`src/sv/mess_pkg.sv`:
```
// Shared types, constants and the control store for the scanline edge stepper.
// No dependencies; every other source file uses this package.
`timescale 1ns / 1ps
`default_nettype none

package mess_pkg;

  localparam int XW = 10;
  localparam int YW = 6;

  typedef logic [XW-1:0] x_t;
  typedef logic [YW-1:0] y_t;

  typedef enum logic [1:0] {
    DIR_NONE = 2'd0,
    DIR_UP   = 2'd1,
    DIR_DN   = 2'd2
  } dir_t;

  // divider step count: one quotient bit per step
  localparam int CNT_W = $clog2(XW + 1);
  typedef logic [CNT_W-1:0] cnt_t;
  localparam cnt_t DIV_STEPS = CNT_W'(XW);

  // control store
  typedef enum logic [1:0] {
    WAIT_NONE,
    WAIT_IN,
    WAIT_OUT
  } wait_t;

  typedef enum logic [1:0] {
    COND_ALWAYS,
    COND_SKIP,
    COND_DIV_MORE,
    COND_MORE
  } cond_t;

  localparam int UPC_W       = 2;
  localparam int UCODE_DEPTH = 4;
  typedef logic [UPC_W-1:0] upc_t;

  localparam upc_t UPC_ACCEPT = 2'd0;
  localparam upc_t UPC_DIVIDE = 2'd1;
  localparam upc_t UPC_EMIT   = 2'd2;
  localparam upc_t UPC_RETURN = 2'd3;

  typedef struct packed {
    logic  in_ready;
    logic  out_valid;
    logic  div_step;
    wait_t wt;
    cond_t cond;
    upc_t  target;
  } uword_t;

  localparam uword_t UCODE [UCODE_DEPTH] = '{
    '{in_ready: 1'b1, out_valid: 1'b0, div_step: 1'b0,
      wt: WAIT_IN,   cond: COND_SKIP,     target: UPC_ACCEPT},
    '{in_ready: 1'b0, out_valid: 1'b0, div_step: 1'b1,
      wt: WAIT_NONE, cond: COND_DIV_MORE, target: UPC_DIVIDE},
    '{in_ready: 1'b0, out_valid: 1'b1, div_step: 1'b0,
      wt: WAIT_OUT,  cond: COND_MORE,     target: UPC_EMIT},
    '{in_ready: 1'b0, out_valid: 1'b0, div_step: 1'b0,
      wt: WAIT_NONE, cond: COND_ALWAYS,   target: UPC_ACCEPT}
  };

  typedef struct packed {
    logic in_ready;
    logic out_valid;
    logic div_step;
  } ctrl_t;

  typedef struct packed {
    logic in_fire;
    logic out_fire;
    logic draw;
    logic div_more;
    logic more;
  } status_t;

endpackage

`default_nettype wire

```
`src/sv/mess_ifs.sv`:
```
// Valid/ready channel interfaces for vertex input and edge sample output.
// Depends on mess_pkg for payload types.
`timescale 1ns / 1ps
`default_nettype none

interface mess_in_if;
  logic             valid;
  logic             ready;
  mess_pkg::x_t     vertex_x;
  mess_pkg::y_t     vertex_y;
  logic             restart;

  modport source (output valid, output vertex_x, output vertex_y, output restart,
                  input ready);
  modport sink   (input valid, input vertex_x, input vertex_y, input restart,
                  output ready);
endinterface

interface mess_out_if;
  logic             valid;
  logic             ready;
  mess_pkg::x_t     edge_x;
  mess_pkg::y_t     row_y;
  logic             going_down;
  logic             new_run;
  logic             last;

  modport source (output valid, output edge_x, output row_y, output going_down,
                  output new_run, output last, input ready);
  modport sink   (input valid, input edge_x, input row_y, input going_down,
                  input new_run, input last, output ready);
endinterface

`default_nettype wire

```
`src/sv/mess_sequencer.sv`:
```
// Microcode sequencer: step counter, control store lookup and jump logic.
// Depends on mess_pkg for the control store and control/status structs.
`timescale 1ns / 1ps
`default_nettype none

module mess_sequencer (
  input  wire                clk,
  input  wire                rst_n,
  input  mess_pkg::status_t  status,
  output mess_pkg::ctrl_t    ctrl
);
  import mess_pkg::*;

  upc_t   upc_r;
  upc_t   upc_nxt;
  uword_t uw;
  logic   go;
  logic   hit;

  assign uw = UCODE[upc_r];

  always_comb begin
    unique case (uw.wt)
      WAIT_NONE: go = 1'b1;
      WAIT_IN:   go = status.in_fire;
      WAIT_OUT:  go = status.out_fire;
      default:   go = 1'b0;
    endcase
    unique case (uw.cond)
      COND_ALWAYS:   hit = 1'b1;
      COND_SKIP:     hit = !status.draw;
      COND_DIV_MORE: hit = status.div_more;
      COND_MORE:     hit = status.more;
      default:       hit = 1'b0;
    endcase
    if (!go) begin
      upc_nxt = upc_r;
    end else if (hit) begin
      upc_nxt = uw.target;
    end else begin
      upc_nxt = upc_r + 1'b1;
    end
  end

  always_ff @(posedge clk) begin
    if (!rst_n) begin
      upc_r <= UPC_ACCEPT;
    end else begin
      upc_r <= upc_nxt;
    end
  end

  assign ctrl = '{in_ready: uw.in_ready, out_valid: uw.out_valid, div_step: uw.div_step};

  a_ready_valid_excl: assert property (@(posedge clk) disable iff (!rst_n)
    !(ctrl.in_ready && ctrl.out_valid))
    else $error("input ready and output valid raised together");

  a_emit_only_after_div: assert property (@(posedge clk) disable iff (!rst_n)
    (upc_r == UPC_DIVIDE && upc_nxt != UPC_DIVIDE) |=> (upc_r == UPC_EMIT))
    else $error("division finished without entering emit");

  a_return_to_accept: assert property (@(posedge clk) disable iff (!rst_n)
    (upc_r == UPC_RETURN) |=> (upc_r == UPC_ACCEPT))
    else $error("return step did not go back to accept");

endmodule

`default_nettype wire

```
`src/sv/mess_divider.sv`:
```
// Restoring divider, one quotient bit per step, for |dx| / dy.
// Depends on mess_pkg for widths and step count.
`timescale 1ns / 1ps
`default_nettype none

module mess_divider (
  input  wire           clk,
  input  wire           rst_n,
  input  wire           start,
  input  wire           step,
  input  mess_pkg::x_t  dividend,
  input  mess_pkg::y_t  divisor,
  output mess_pkg::x_t  quot,
  output mess_pkg::y_t  rem,
  output logic          more
);
  import mess_pkg::*;

  y_t   pr_r;
  y_t   pr_nxt;
  x_t   qd_r;
  x_t   qd_nxt;
  cnt_t cnt_r;
  cnt_t cnt_nxt;

  logic [YW:0] trial;
  logic [YW:0] diff;
  logic        fits;

  always_comb begin
    trial   = {pr_r, qd_r[XW-1]};
    diff    = trial - {1'b0, divisor};
    fits    = trial >= {1'b0, divisor};
    pr_nxt  = pr_r;
    qd_nxt  = qd_r;
    cnt_nxt = cnt_r;
    if (start) begin
      pr_nxt  = '0;
      qd_nxt  = dividend;
      cnt_nxt = DIV_STEPS;
    end else if (step) begin
      pr_nxt  = fits ? diff[YW-1:0] : trial[YW-1:0];
      qd_nxt  = {qd_r[XW-2:0], fits};
      cnt_nxt = cnt_r - 1'b1;
    end
  end

  always_ff @(posedge clk) begin
    if (!rst_n) begin
      cnt_r <= '0;
    end else begin
      cnt_r <= cnt_nxt;
    end
  end

  always_ff @(posedge clk) begin
    pr_r <= pr_nxt;
    qd_r <= qd_nxt;
  end

  assign quot = qd_r;
  assign rem  = pr_r;
  assign more = cnt_r != cnt_t'(1);

  a_step_has_count: assert property (@(posedge clk) disable iff (!rst_n)
    (step && !start) |-> (cnt_r != '0))
    else $error("divider stepped with no steps left");

endmodule

`default_nettype wire

```
`src/sv/mess_datapath.sv`:
```
// Datapath: current point and direction, edge setup and per-row x stepping.
// Depends on mess_pkg; quotient and remainder come from mess_divider.
`timescale 1ns / 1ps
`default_nettype none

module mess_datapath #(
  parameter int ROWS   = 64,
  parameter int X_SPAN = 1024
) (
  input  wire               clk,
  input  wire               rst_n,
  input  mess_pkg::ctrl_t   ctrl,
  input  wire               in_fire,
  input  wire               out_fire,
  input  mess_pkg::x_t      vertex_x,
  input  mess_pkg::y_t      vertex_y,
  input  wire               restart,
  input  mess_pkg::x_t      quot,
  input  mess_pkg::y_t      rem,
  output logic              draw,
  output logic              more,
  output mess_pkg::x_t      dividend,
  output mess_pkg::y_t      divisor,
  output mess_pkg::x_t      edge_x,
  output mess_pkg::y_t      row_y,
  output logic              going_down,
  output logic              new_run,
  output logic              last
);
  import mess_pkg::*;

  localparam logic [16:0] XMAX = 17'(X_SPAN - 1);
  localparam y_t          YMAX = YW'(ROWS - 1);

  x_t   cur_x_r, cur_x_nxt;
  y_t   cur_y_r, cur_y_nxt;
  dir_t dir_r,   dir_nxt;
  x_t   x_r,     x_nxt;
  y_t   row_r,   row_nxt;
  y_t   acc_r,   acc_nxt;
  y_t   left_r,  left_nxt;
  y_t   dy_r,    dy_nxt;
  logic down_r,  down_nxt;
  logic neg_r,   neg_nxt;
  logic fresh_r, fresh_nxt;
  logic first_r, first_nxt;

  x_t          nx;
  y_t          ny;
  logic        up;
  y_t          dy;
  logic        neg;
  dir_t        dir_new;
  logic [YW:0] sum;
  logic        carry;
  x_t          delta;
  x_t          unit;

  always_comb begin
    nx      = (17'(vertex_x) > XMAX) ? XMAX[XW-1:0] : vertex_x;
    ny      = (vertex_y > YMAX) ? YMAX : vertex_y;
    draw    = !restart && (ny != cur_y_r);
    up      = ny > cur_y_r;
    dy      = up ? (ny - cur_y_r) : (cur_y_r - ny);
    dir_new = up ? DIR_UP : DIR_DN;
    neg     = nx <= cur_x_r;
    dividend = neg ? (cur_x_r - nx) : (nx - cur_x_r);

    sum   = {1'b0, acc_r} + {1'b0, rem};
    carry = sum >= {1'b0, dy_r};
    delta = neg_r ? (~quot + 1'b1) : quot;
    unit  = carry ? (neg_r ? '1 : x_t'(1)) : '0;

    cur_x_nxt = cur_x_r;
    cur_y_nxt = cur_y_r;
    dir_nxt   = dir_r;
    x_nxt     = x_r;
    row_nxt   = row_r;
    acc_nxt   = acc_r;
    left_nxt  = left_r;
    dy_nxt    = dy_r;
    down_nxt  = down_r;
    neg_nxt   = neg_r;
    fresh_nxt = fresh_r;
    first_nxt = first_r;

    if (in_fire) begin
      cur_x_nxt = nx;
      cur_y_nxt = ny;
      if (draw) begin
        dir_nxt   = dir_new;
        x_nxt     = cur_x_r;
        row_nxt   = cur_y_r;
        acc_nxt   = '0;
        left_nxt  = dy;
        dy_nxt    = dy;
        down_nxt  = !up;
        neg_nxt   = neg;
        fresh_nxt = dir_new != dir_r;
        first_nxt = 1'b1;
      end
    end

    if (out_fire) begin
      x_nxt     = x_r + delta + unit;
      acc_nxt   = carry ? (sum[YW-1:0] - dy_r) : sum[YW-1:0];
      row_nxt   = down_r ? (row_r - 1'b1) : (row_r + 1'b1);
      left_nxt  = left_r - 1'b1;
      first_nxt = 1'b0;
    end
  end

  always_ff @(posedge clk) begin
    if (!rst_n) begin
      cur_x_r <= '0;
      cur_y_r <= '0;
      dir_r   <= DIR_NONE;
    end else begin
      cur_x_r <= cur_x_nxt;
      cur_y_r <= cur_y_nxt;
      dir_r   <= dir_nxt;
    end
  end

  always_ff @(posedge clk) begin
    x_r     <= x_nxt;
    row_r   <= row_nxt;
    acc_r   <= acc_nxt;
    left_r  <= left_nxt;
    dy_r    <= dy_nxt;
    down_r  <= down_nxt;
    neg_r   <= neg_nxt;
    fresh_r <= fresh_nxt;
    first_r <= first_nxt;
  end

  assign divisor    = dy_r;
  assign more       = left_r != y_t'(1);
  assign edge_x     = x_r;
  assign row_y      = row_r;
  assign going_down = down_r;
  assign new_run    = fresh_r && first_r;
  assign last       = left_r == y_t'(1);

  a_acc_below_dy: assert property (@(posedge clk) disable iff (!rst_n)
    ctrl.out_valid |-> (acc_r < dy_r))
    else $error("remainder accumulator reached the row count");

  a_samples_left: assert property (@(posedge clk) disable iff (!rst_n)
    ctrl.out_valid |-> (left_r != '0))
    else $error("sample emitted with no rows left");

  a_dir_on_draw: assert property (@(posedge clk) disable iff (!rst_n)
    (in_fire && draw) |=> (dir_r == DIR_UP || dir_r == DIR_DN))
    else $error("edge accepted without setting a direction");

endmodule

`default_nettype wire

```
`src/sv/monotone_edge_scanline_stepper.sv`:
```
// Top level of the scanline edge stepper: sequencer, divider and datapath.
// Depends on mess_pkg, mess_ifs, mess_sequencer, mess_divider, mess_datapath.
//
// Vertices arrive one transaction at a time. A restart vertex or one on the
// current row only moves the current point. A vertex on another row draws an
// edge of dy rows and emits dy samples, one per row from the start row toward
// the end row, the end row excluded; the last carries the last flag. Such a
// vertex passes through the accept step, the restoring divider that forms
// |dx| / dy one quotient bit per cycle, the emit step that gives one sample
// per output handshake, and a return to the accept step. A vertex is taken
// only when the previous one is fully done.
`timescale 1ns / 1ps
`default_nettype none

module monotone_edge_scanline_stepper #(
  parameter int ROWS   = 64,
  parameter int X_SPAN = 1024
) (
  input  wire          clk,
  input  wire          rst_n,
  mess_in_if.sink      in_ch,
  mess_out_if.source   out_ch
);
  import mess_pkg::*;

  ctrl_t   ctrl;
  status_t status;
  logic    in_fire;
  logic    out_fire;
  logic    draw;
  logic    more;
  logic    div_more;
  x_t      dividend;
  y_t      divisor;
  x_t      quot;
  y_t      rem;

  assign in_fire  = ctrl.in_ready && in_ch.valid;
  assign out_fire = ctrl.out_valid && out_ch.ready;

  assign status = '{in_fire: in_fire, out_fire: out_fire, draw: draw,
                    div_more: div_more, more: more};

  assign in_ch.ready  = ctrl.in_ready;
  assign out_ch.valid = ctrl.out_valid;

  mess_sequencer u_seq (
    .clk    (clk),
    .rst_n  (rst_n),
    .status (status),
    .ctrl   (ctrl)
  );

  mess_divider u_div (
    .clk      (clk),
    .rst_n    (rst_n),
    .start    (in_fire && draw),
    .step     (ctrl.div_step),
    .dividend (dividend),
    .divisor  (divisor),
    .quot     (quot),
    .rem      (rem),
    .more     (div_more)
  );

  mess_datapath #(
    .ROWS   (ROWS),
    .X_SPAN (X_SPAN)
  ) u_dp (
    .clk        (clk),
    .rst_n      (rst_n),
    .ctrl       (ctrl),
    .in_fire    (in_fire),
    .out_fire   (out_fire),
    .vertex_x   (in_ch.vertex_x),
    .vertex_y   (in_ch.vertex_y),
    .restart    (in_ch.restart),
    .quot       (quot),
    .rem        (rem),
    .draw       (draw),
    .more       (more),
    .dividend   (dividend),
    .divisor    (divisor),
    .edge_x     (out_ch.edge_x),
    .row_y      (out_ch.row_y),
    .going_down (out_ch.going_down),
    .new_run    (out_ch.new_run),
    .last       (out_ch.last)
  );

endmodule

`default_nettype wire

```
`src/flat_wrapper.sv`:
```
// flat-port wrapper written by rule: the top's interface ports become plain ports
module monotone_edge_scanline_stepper_flat import mess_pkg::*;
#(
  parameter int ROWS   = 64,
  parameter int X_SPAN = 1024
)
  (clk, rst_n, in_ch_valid, in_ch_vertex_x, in_ch_vertex_y, in_ch_restart, in_ch_ready, out_ch_valid, out_ch_edge_x, out_ch_row_y, out_ch_going_down, out_ch_new_run, out_ch_last, out_ch_ready);
  mess_in_if in_ch_i ();
  mess_out_if out_ch_i ();
  input  wire clk;
  input  wire rst_n;
  input wire logic [$bits(in_ch_i.valid)-1:0] in_ch_valid;
  input wire logic [$bits(in_ch_i.vertex_x)-1:0] in_ch_vertex_x;
  input wire logic [$bits(in_ch_i.vertex_y)-1:0] in_ch_vertex_y;
  input wire logic [$bits(in_ch_i.restart)-1:0] in_ch_restart;
  output wire logic [$bits(in_ch_i.ready)-1:0] in_ch_ready;
  output wire logic [$bits(out_ch_i.valid)-1:0] out_ch_valid;
  output wire logic [$bits(out_ch_i.edge_x)-1:0] out_ch_edge_x;
  output wire logic [$bits(out_ch_i.row_y)-1:0] out_ch_row_y;
  output wire logic [$bits(out_ch_i.going_down)-1:0] out_ch_going_down;
  output wire logic [$bits(out_ch_i.new_run)-1:0] out_ch_new_run;
  output wire logic [$bits(out_ch_i.last)-1:0] out_ch_last;
  input wire logic [$bits(out_ch_i.ready)-1:0] out_ch_ready;
  assign in_ch_i.valid = in_ch_valid;
  assign in_ch_i.vertex_x = in_ch_vertex_x;
  assign in_ch_i.vertex_y = in_ch_vertex_y;
  assign in_ch_i.restart = in_ch_restart;
  assign in_ch_ready = in_ch_i.ready;
  assign out_ch_valid = out_ch_i.valid;
  assign out_ch_edge_x = out_ch_i.edge_x;
  assign out_ch_row_y = out_ch_i.row_y;
  assign out_ch_going_down = out_ch_i.going_down;
  assign out_ch_new_run = out_ch_i.new_run;
  assign out_ch_last = out_ch_i.last;
  assign out_ch_i.ready = out_ch_ready;
  monotone_edge_scanline_stepper #(.ROWS(ROWS), .X_SPAN(X_SPAN)) u_core (.clk(clk), .rst_n(rst_n), .in_ch(in_ch_i), .out_ch(out_ch_i));
endmodule
```
`config.mk`:
```
export PLATFORM = sky130hd
export DESIGN_NAME = monotone_edge_scanline_stepper_flat
export DESIGN_NICKNAME = d
export VERILOG_FILES = /design/src/sv/mess_pkg.sv /design/src/sv/mess_ifs.sv /design/src/sv/mess_sequencer.sv /design/src/sv/mess_divider.sv /design/src/sv/mess_datapath.sv /design/src/sv/monotone_edge_scanline_stepper.sv /design/src/flat_wrapper.sv
export SDC_FILE = /design/constraint.sdc
export NUM_CORES = 1
export LEC_CHECK = 0
export BUFFER_PORTS_ARGS = -buffer_cell sky130_fd_sc_hd__buf_2
export CORE_MARGIN = 3
export CORE_UTILIZATION = 64
export CTS_BUF_LIST = sky130_fd_sc_hd__clkbuf_4
export DETAILED_ROUTE_END_ITERATION = 8
export GPL_TIMING_DRIVEN = 1
export PLACE_DENSITY = 0.84
export SYNTH_ARGS = -nofsm -noshare
export SYNTH_HDL_FRONTEND = slang
export SYNTH_SLANG_ARGS = --single-unit
```
`constraint.sdc`:
```
create_clock -name clk -period 7.4 [get_ports clk]
set_clock_uncertainty 0.1 [all_clocks]
set_input_delay 1.11 -clock clk [delete_from_list [all_inputs] [get_ports clk]]
set_output_delay 1.11 -clock clk [all_outputs]
set_load 0.005 [all_outputs]
```
==> impl_metrics.toml <==
[power]
fin_total_pwr_mw = 3.01
ir_drop_uv = 227
p_leak_nw = 3.07
cellPowerDensity_nw_per_um2 = 444

[setup_path]
r2r_start = "u_core.u_div.rem[0]"
worst-setup-path-type = "reg -> reg"
crit_path_start = "u_core.u_div.rem[0]"
crit_required_ns = 7.47
start_kind = "flop"
cp_max_fo = 9
arrival_ns = 5.76
end_kind = "flop"

[global_route]
grt_pass1_wl_microns = 23000
grt_max_degree = 31
overflow = 0
antenna_found_initial = 0
grt_pass1_vias = 4907
grt_usage = 0.256

[cts]
root_buffer = "clkbuf_4"
htree_levels = 3
path_clk_slew_ns = 0.14
tritoncts = "done"
ctsHoldBuffers = 0
post_cts_buffers = 0
ctsResizeCount = 0
clockBufferDepth = 2
numCtsBuffers = 9
clk-insertion-delay-late_ns = 0.44
cts.sinks = 78

[logic_synthesis]
yosysSeqAreaShare = 0.321
syn_inst = 700
netlist_area_sq_um = 6320
syn_area_per_cell_sq_um = 9.03
yosysWarnings = 0
yosys-top-cells-area = "edfxtp_1, ha_1, dfxtp_1"
ys_async_sr_fraction = 0
synth_edf_count = 47
synth_area_leader_cell = "edfxtp_1"
synthFlopType = "edfxtp_1"
ys_seq_elements = 78
synthDistinctLibCells = 61
synth.net_count = 810
synth_top_area_frac = 0.223
yosysMostFrequentCell = "inv_1"
synthTopCellsByCount = "inv_1, nand2_1, ha_1"

[layout]
design_area_sq_um = 6770
fin_util = 0.719
fin_cells = 869
nets = 845
diodes = 0
area_growth_pct = 7.07
drive_gt1_frac = 0.0986
fillerInstances = 730

[floorplanning]
boundaryPins = 42
die_x_microns = 105
row_count = 35
die_h_microns = 105
dieArea_sq_um = 11100
core_sq_um = 9420
start_util = 0.671

[placed_design]
gp_congestion = 0.905
port_buffers = 41
dpl.cell_count = 853
dpl_worst_slack_ns = 1.74
dp_hpwl_microns = 10700
placed_cell_area_sq_um = 6620

[routing]
vias_per_cell = 5.72
first_pass_iters = 5
via_count = 4973
totalWireLength_microns = 13700
wl_per_cell_microns = 15.8
drc_errors = 0
dr.first_iter.drc_count = 315
ant_nets = 0

[worst_hold_path]
hold_start = "u_core.u_dp.cur_x_r[9]"
hp-class = "reg -> reg"

[timing]
setup_viol = 0
worst_slack_ns = 1.71
tightest_slew_ns = 1.16
finalSetupTns_ns = 0
worst_hold_slack_ns = 0.380
period_share = 0.769
fmaxAchievable_mhz = 176
hold_viol_final = 0
maxSlewHeadroom = 0.219
fin_crit_ns = 5.69
timing.final.max_slew_violations = 0
rsz0062_at_grt = "false"

[status]
status = "finished, final reports clean"

[flow_run]
max_cap_violations = 0
## flip-flops by register name (all words and copies together) (netlist names), 2 cells and up
name                 flops
u_core.u_dp.cur_x_r     10
u_core.u_div.rem         6
u_core.u_dp.edge_x      10
u_core.u_div.cnt_r       4
u_core.u_dp.divisor      6
u_core.u_div.quot       10
u_core.u_dp.dir_r        2
u_core.u_dp.row_y        6
u_core.u_seq.upc_r       2
u_core.u_dp.cur_y_r      6
u_core.u_dp.acc_r        6
u_core.u_dp.left_r       6
## worst max-delay path, stage by stage (launching register included)
cell      delay [ns]
dfxtp_1         0.39
ha_1            0.18
inv_1           0.06
fa_1            0.40
xnor2_1         0.24
ha_1            0.33
o21a_1          0.19
o31a_1          0.12
o21ai_1         0.17
a21oi_1         0.14
o21ai_1         0.91
fa_1            0.57
inv_1           0.12
ha_1            0.24
a21o_1          0.16
a21oi_1         0.24
o21bai_1        0.13
a211o_1         0.31
a31oi_1         0.19
xor2_1          0.16
o21ai_1         0.07
## cells by family (layout without fill, tap and decap cells)
kind of cell,count (synthesis),count (layout),synth area share
XOR/XNOR,48,48,0.0665
adder cells (fa/ha/maj),89,89,0.198
multiplexers,29,29,0.0473
buffers and inverters,111,151,0.0667
AO/OA/AOI/OAI,169,169,0.174
AND/OR/NAND/NOR,176,176,0.126
flip-flops,78,78,0.321
## routing by layer
layer,track usage,up-vias,share of wire
met2,0.403,146,0.46
met3,0.0325,19,0.058
met4,0.0881,0,0.015
met1,0.367,2344,0.47
li1,-,2464,-
met5,0,-,0
## layout make-up
cell class | count | area, sq um | share of cell area
clock buffer | 9 | 67.6 | 0.00998
multi-input combinational | 511 | 3870 | 0.572
timing repair buffer | 42 | 213 | 0.0314
tap | 129 | 161 | 0.0238
inverter | 93 | 349 | 0.0516
clock inverter | 7 | 77.6 | 0.0115
sequential | 78 | 2030 | 0.300
## placed cells by master (no fill, tap or decap), types with 3 or more instances in the layout
master,n
a21boi_1,12
clkbuf_4,9
inv_6,4
o21ai_0,42
a21oi_1,34
o211a_1,3
a211oi_1,4
nor2b_1,12
a21o_1,11
mux2i_1,22
o31ai_1,3
nand3_1,3
buf_2,41
o21ai_1,13
o21bai_1,8
or3_1,6
mux2_2,6
xnor2_1,32
edfxtp_1,47
nor3_1,11
nand2_1,85
xor2_1,16
ha_1,71
and2_1,4
fa_1,18
dfxtp_1,31
nor2_1,35
o21a_1,6
a21boi_0,10
o31a_1,5
nand2b_1,6
inv_1,91
and3_1,3
## path summary, 6_finish.rpt
kind	to	slack, ns	cells past startpoint
worst max-delay path	u_core.u_dp.edge_x[8]	1.71	20
worst min-delay path	u_core.u_dp.cur_x_r[9]	0.38	2
worst max register to register	u_core.u_dp.edge_x[8]	1.71	20
worst min register to register	u_core.u_dp.cur_x_r[9]	0.38	2
## report_power, final
group	internal (mW)	switching, mW
registers	0.633	0.107
clock network	0.107	0.171
logic	0.883	1.10
No activity file was read; power rests on OpenSTA's default activity.
